## config.mk

```make
export PLATFORM = sky130hd
export DESIGN_NAME = monotone_function_flip_mincut
export DESIGN_NICKNAME = d
export VERILOG_FILES = /design/src/sv/mfm_pkg.sv /design/src/sv/mfm_bitmem.sv /design/src/sv/monotone_function_flip_mincut.sv
export SDC_FILE = /design/constraint.sdc
export NUM_CORES = 2
export LEC_CHECK = 0
export BUFFER_PORTS_ARGS = -buffer_cell sky130_fd_sc_hd__buf_2
export CAP_MARGIN = 5
export CORE_MARGIN = 2
export CORE_UTILIZATION = 50
export DETAILED_ROUTE_END_ITERATION = 6
export MAX_ROUTING_LAYER = met4
export PLACE_DENSITY = 0.65
export RECOVER_POWER = 100
export SYNTH_ARGS = -nofsm -noshare
export SYNTH_HDL_FRONTEND = slang
export SYNTH_SLANG_ARGS = --single-unit
```

## constraint.sdc

```tcl
create_clock -name clk -period 78.2 [get_ports clk]
set_clock_uncertainty 0.05 [all_clocks]
set_input_delay 3.91 -clock clk [delete_from_list [all_inputs] [get_ports clk]]
set_output_delay 3.91 -clock clk [all_outputs]
set_load 0.01 [all_outputs]
```

## src/sv/mfm_pkg.sv

```systemverilog
`timescale 1ns / 1ps
package mfm_pkg;

  localparam int DIM_DEF = 10;
  localparam int INDEX_W = 10;
  localparam int COUNT_W = 11;

  localparam logic CMD_FLIP  = 1'b0;
  localparam logic CMD_QUERY = 1'b1;

  typedef enum logic [2:0] {
    ST_CLEAR,
    ST_IDLE,
    ST_RD_PT,
    ST_PT_DATA,
    ST_SCAN,
    ST_SCAN_LAST,
    ST_DONE
  } mfm_state_t;

endpackage

```

## src/sv/mfm_bitmem.sv

```systemverilog
`timescale 1ns / 1ps
module mfm_bitmem import mfm_pkg::*; #(
  parameter int AW = DIM_DEF
) (
  input  logic          clk,
  input  logic          we,
  input  logic [AW-1:0] wa,
  input  logic          wd,
  input  logic [AW-1:0] ra,
  output logic          rd
);

  localparam int DEPTH = 1 << AW;

  logic mem [DEPTH];

  always_ff @(posedge clk) begin
    if (we) begin
      mem[wa] <= wd;
    end
  end

  always_ff @(posedge clk) begin
    rd <= mem[ra];
  end

endmodule

```

## src/sv/monotone_function_flip_mincut.sv

```systemverilog
`timescale 1ns / 1ps
// Tracks a Boolean function on a DIM-bit hypercube together with its minimal-cut
// flags, the count of true points and the count of flagged points. Each input
// word (cmd, index) gives one result word. After reset the block runs a clearing
// pass over both bit memories, with in_stall high. A query reads the point and
// its flag and moves them to the result register; a flip also writes the
// inverted point and re-evaluates each of its DIM neighbors by reading that
// neighbor's DIM neighbor bits one per cycle through the single read port of the
// truth-table memory, then updating the neighbor's flag in a last step. The next
// word is taken in the idle state. A new word is accepted while a finished
// result still waits in the output register; the next result then waits in the
// last step, with in_stall high, until the output register is free.
module monotone_function_flip_mincut import mfm_pkg::*; #(
  parameter int DIM = DIM_DEF
) (
  input  logic               clk,
  input  logic               rst,
  input  logic               in_valid,
  output logic               in_stall,
  input  logic               cmd,
  input  logic [INDEX_W-1:0] index,
  output logic               out_valid,
  input  logic               out_stall,
  output logic               point_value,
  output logic               point_is_cut,
  output logic [COUNT_W-1:0] true_count,
  output logic [COUNT_W-1:0] cut_count
);

  localparam int CW = DIM + 1;

  mfm_state_t state, state_next;

  logic [DIM-1:0] clr_addr, clr_addr_next;
  logic           cmd_r, cmd_r_next;
  logic [DIM-1:0] idx_r, idx_r_next;
  logic [DIM-1:0] kmask, kmask_next;
  logic [DIM-1:0] jmask, jmask_next;
  logic [DIM-1:0] jmask_d, jmask_d_next;
  logic           ok, ok_next;
  logic           pv, pv_next;
  logic           pc, pc_next;
  logic [CW-1:0]  true_total, true_total_next;
  logic [CW-1:0]  cut_total, cut_total_next;
  logic           out_valid_next;
  logic           point_value_next, point_is_cut_next;
  logic [COUNT_W-1:0] true_count_next, cut_count_next;

  logic           t_we, t_wd, t_rd;
  logic [DIM-1:0] t_wa, t_ra;
  logic           c_we, c_wd, c_rd;
  logic [DIM-1:0] c_wa, c_ra;

  logic [DIM-1:0] q;
  logic           scan_good;
  logic           ok_final;

  mfm_bitmem #(.AW(DIM)) u_truth (
    .clk (clk),
    .we  (t_we),
    .wa  (t_wa),
    .wd  (t_wd),
    .ra  (t_ra),
    .rd  (t_rd)
  );

  mfm_bitmem #(.AW(DIM)) u_cut (
    .clk (clk),
    .we  (c_we),
    .wa  (c_wa),
    .wd  (c_wd),
    .ra  (c_ra),
    .rd  (c_rd)
  );

  // neighbor under evaluation and the check of the bit that just came back
  assign q         = idx_r ^ kmask;
  assign scan_good = t_rd ^ (|(q & jmask_d));
  assign ok_final  = ok & scan_good;

  assign in_stall = (state != ST_IDLE);

  always_ff @(posedge clk) begin
    if (rst) begin
      state      <= ST_CLEAR;
      clr_addr   <= '0;
      true_total <= '0;
      cut_total  <= CW'(1);
      out_valid  <= 1'b0;
    end else begin
      state      <= state_next;
      clr_addr   <= clr_addr_next;
      true_total <= true_total_next;
      cut_total  <= cut_total_next;
      out_valid  <= out_valid_next;
    end
  end

  always_ff @(posedge clk) begin
    cmd_r        <= cmd_r_next;
    idx_r        <= idx_r_next;
    kmask        <= kmask_next;
    jmask        <= jmask_next;
    jmask_d      <= jmask_d_next;
    ok           <= ok_next;
    pv           <= pv_next;
    pc           <= pc_next;
    point_value  <= point_value_next;
    point_is_cut <= point_is_cut_next;
    true_count   <= true_count_next;
    cut_count    <= cut_count_next;
  end

  always_comb begin
    state_next        = state;
    clr_addr_next     = clr_addr;
    cmd_r_next        = cmd_r;
    idx_r_next        = idx_r;
    kmask_next        = kmask;
    jmask_next        = jmask;
    jmask_d_next      = jmask_d;
    ok_next           = ok;
    pv_next           = pv;
    pc_next           = pc;
    true_total_next   = true_total;
    cut_total_next    = cut_total;
    point_value_next  = point_value;
    point_is_cut_next = point_is_cut;
    true_count_next   = true_count;
    cut_count_next    = cut_count;
    out_valid_next    = out_valid & out_stall;

    t_we = 1'b0;
    t_wa = idx_r;
    t_wd = 1'b0;
    t_ra = idx_r;
    c_we = 1'b0;
    c_wa = q;
    c_wd = 1'b0;
    c_ra = q;

    unique case (state)
      ST_CLEAR: begin
        t_we = 1'b1;
        t_wa = clr_addr;
        t_wd = 1'b0;
        c_we = 1'b1;
        c_wa = clr_addr;
        c_wd = &clr_addr;
        clr_addr_next = clr_addr + DIM'(1);
        if (&clr_addr) begin
          state_next = ST_IDLE;
        end
      end
      ST_IDLE: begin
        if (in_valid) begin
          cmd_r_next = cmd;
          idx_r_next = DIM'(index);
          state_next = ST_RD_PT;
        end
      end
      ST_RD_PT: begin
        t_ra = idx_r;
        c_ra = idx_r;
        state_next = ST_PT_DATA;
      end
      ST_PT_DATA: begin
        pv_next = t_rd ^ (cmd_r == CMD_FLIP);
        pc_next = c_rd;
        if (cmd_r == CMD_QUERY) begin
          state_next = ST_DONE;
        end else begin
          t_we = 1'b1;
          t_wa = idx_r;
          t_wd = ~t_rd;
          true_total_next = t_rd ? (true_total - CW'(1)) : (true_total + CW'(1));
          kmask_next   = DIM'(1);
          jmask_next   = DIM'(1);
          jmask_d_next = '0;
          ok_next      = 1'b1;
          state_next   = ST_SCAN;
        end
      end
      ST_SCAN: begin
        // issue one neighbor read per cycle, fold in the one from last cycle
        t_ra = q ^ jmask;
        c_ra = q;
        ok_next      = ok & ((jmask_d == '0) | scan_good);
        jmask_d_next = jmask;
        jmask_next   = jmask << 1;
        if (jmask[DIM-1]) begin
          state_next = ST_SCAN_LAST;
        end
      end
      ST_SCAN_LAST: begin
        c_ra = q;
        c_we = 1'b1;
        c_wa = q;
        c_wd = ok_final;
        if (ok_final && !c_rd) begin
          cut_total_next = cut_total + CW'(1);
        end else if (!ok_final && c_rd) begin
          cut_total_next = cut_total - CW'(1);
        end
        if (kmask[DIM-1]) begin
          state_next = ST_DONE;
        end else begin
          kmask_next   = kmask << 1;
          jmask_next   = DIM'(1);
          jmask_d_next = '0;
          ok_next      = 1'b1;
          state_next   = ST_SCAN;
        end
      end
      ST_DONE: begin
        if (!out_valid || !out_stall) begin
          point_value_next  = pv;
          point_is_cut_next = pc;
          true_count_next   = COUNT_W'(true_total);
          cut_count_next    = COUNT_W'(cut_total);
          out_valid_next    = 1'b1;
          state_next        = ST_IDLE;
        end
      end
      default: begin
        state_next = ST_IDLE;
      end
    endcase
  end

endmodule

```

==> impl_metrics.toml <==
[status]
outcome = "finished with violations"
violations = "design-rule violations, max-capacitance violations, max-slew violations"

[critical_path]
crit_path_max_fanout = 286
worstPathRequired_ns = 78.13
path_common_cell = "clkbuf_1"
cp-end-kind = "register"
critPathArrivalTime_ns = 16.86
cp_cell_sequence = "inv_1, ha_1, and3_1, clkbuf_1, clkbuf_1"
path_buf_inv = 3
worst_path_largest_cell_delay_ns = 7.80
slowest_stage = "clkbuf_1"
worst-setup-path-type = "register to register"
r2r-end = "u_truth.mem[899]"
reg2reg_from = "u_truth.rd"
start_kind = "register"
cp_top_family = "buffers and inverters"
startpoint = "u_truth.rd"
reg2reg_depth = 5
ff2ff_setup_slack_ns = 61.26

[min_path]
hold_path.class = "register to register"
min_from = "pv"
holdPathEnd = "point_value"
whs_path_depth = 0

[route]
drt-total-wl_mm = 284
drt_pass1_iterations = 7
postRouteAntennaNets = 0
wl_met2_mm = 137
num_vias = 64400
drc = 1
highest_layer = "met4"
dr_wl_met3_mm = 28.7
drtIter0Drc = 8946
wl_met1_mm = 105
vias_per_cell = 6.28
wl_per_cell_microns = 27.7

[cts]
hold_buffers = 0
post_cts_buffers = 0
cts-htree-levels = 4
clockBufferDepth = 3
cts_buffers = 211
insertion_delay_ns = 0.87
cts_tree = "done"
cts.repair.resized = 0
cts_root_buffer = "clkbuf_16"
clk_pin_slew_ns = 0.06
cts_sinks = 2145

[sta]
slew_violations = 4287
setup_viol = 0
final.min_clock_period_ns = 16.94
max_freq_ghz = 0.0590
min_period_over_period_pct = 21.7
tightestPinTransition_ns = 10.92
hold_viol = 0
fin_tns_setup_ns = 0
rsz0062_at_grt = "false"
slew_headroom_pct = -628

[grt]
grt_pass1_wl_mm = 411
grt_pass1_vias = 61400
grt_max_degree = 287
grt_antenna_before_repair = 5
overflow = 0
track_usage_pct = 29.7

[synthesis]
synthTopCellsByArea = "edfxtp_1, nor2_1, mux4_2"
synth.distinct_cells = 83
ys.flop_type = "edfxtp_1"
synth_top_area_share_pct = 66.4
ys_warn_count = 0
synth_area_sq_um = 95300
synth_seq_area_share_pct = 67.2
synth_edf_count = 2107
yosys_register_bits = 2145
syn-num-nets = 7870
async_reset_ff_share_pct = 0
syn_avg_cell_area_sq_um = 12.2
synthCells = 7832
yosysTopAreaCell = "edfxtp_1"

[flow_run]
maxCapViolCount = 86

[placed_design]
io_buffers = 40
dp.cells = 9867
hpwlAfterDp_mm = 149
place_congestion = 0.844

[final_layout]
nets = 7608
most-common-layout-cells = "nor2_1, edfxtp_1, nand2_1"
fin_util_pct = 54.6
final_common_cell = "nor2_1"
final_cells = 10300
drive_gt1_share_pct = 9.59
areaGrowthSynthToFinish_pct = 8.73
n_fill_cell = 15800

[die]
die_area_sq_um = 194000
core_area_sq_um = 190000
start_util_pct = 50.2
die_w_microns = 441
die_h_microns = 441
ioPinCount = 41
row_count = 160

[power]
power_uw = 2710
power.density_nw_per_um2 = 26.2
power.switching_uw = 793
p_clk_share_pct = 37.2
internal_power_uw = 1920
combPwrFrac_pct = 16.2
irDropWorstVdd_mv = 0.0434
seqPwrFrac_pct = 46.6
p_leak_uw = 0.0285
p_sw_share_pct = 29.3
[Yosys cell counts, drive strengths merged, types with 36 or more instances]
| cell type | n |
|---|---|
| nor2 | 2191 |
| edfxtp | 2107 |
| nand2 | 983 |
| clkbuf | 441 |
| nand3 | 317 |
| buf | 252 |
| mux4 | 249 |
| mux2i | 154 |
| a21oi | 145 |
| o21ai | 124 |
| a31oi | 69 |
| nor3 | 64 |
| a311oi | 59 |
| inv | 57 |
| a211oi | 41 |
| xnor2 | 39 |
| dfxtp | 38 |
| a2111oi | 36 |
[stage by stage]
step | cell area, sq um | hold slack (ns) | worst slack (ns)
after floorplan | 95300 | 0.350 | 43.26
after global placement | 97400 | 0.361 | 72.28
after detailed placement | 97400 | 0.371 | 72.16
after CTS | 104000 | 0.390 | 72.10
final | 104000 | 0.385 | 61.26
after global routing | 104000 | 0.395 | 59.95
[final cells by class]
cell class | count | area [sq um] | share of cell area [%]
Clock buffer | 270 | 5620 | 5.43
Antenna cell | 5 | 12.5 | 0.0121
Inverter | 57 | 214 | 0.206
Sequential cell | 2145 | 64000 | 61.8
Tap cell | 2511 | 3140 | 3.03
Multi-Input combinational cell | 4937 | 28200 | 27.3
Timing Repair Buffer | 218 | 1250 | 1.20
Clock inverter | 114 | 1110 | 1.08
[layer usage]
layer,up-vias,GRT usage (%)
met3,727,5.49
met5,-,-
met2,3641,47.8
li1,27500,-
met4,0,12.1
met1,32600,37.4
[logic make-up after synthesis]
logic type                 Yosys count  synth area share (%)
AOI/OAI and AO/OA                  693                  4.93
xor gates and xnor gates            61                 0.561
DFF                               2145                  67.2
and+or+nand+nor                   3743                  15.8
buffers and inverters              750                  3.50
muxes                              417                  7.67
adders and majority gates           23                 0.318
[sequential cells by signal (all words and copies together) (netlist names), 3 cells and up]
register and cells:
kmask 10, cut_count 11, u_cut.mem 1024, true_count 11, idx_r 10, clr_addr 10, state 3, cut_total 11
jmask_d 10, true_total 11, u_truth.mem 1024
[worst max-delay path by stage]
stage                  endpoint  slack (ns)  cells past startpoint
2_1_floorplan      u_cut.mem[0]       43.26                      9
3_3_place_gp         u_truth.rd       72.28                     13
3_5_place_dp         u_truth.rd       72.16                     13
4_1_cts                in_stall       72.10                      3
5_1_grt        u_truth.mem[899]       59.95                      5
6_report       u_truth.mem[899]       61.26                      5
[power by group through the flow]
stage	Sequential (uW)	Clock, uW	Combinational, uW
after floorplan	1280	0	249
after global placement	1290	0	427
after detailed placement	1290	0	431
after CTS	1260	1020	433
after global routing	1260	1060	453
final	1260	1010	439
Power figures use the tool's default switching activity.
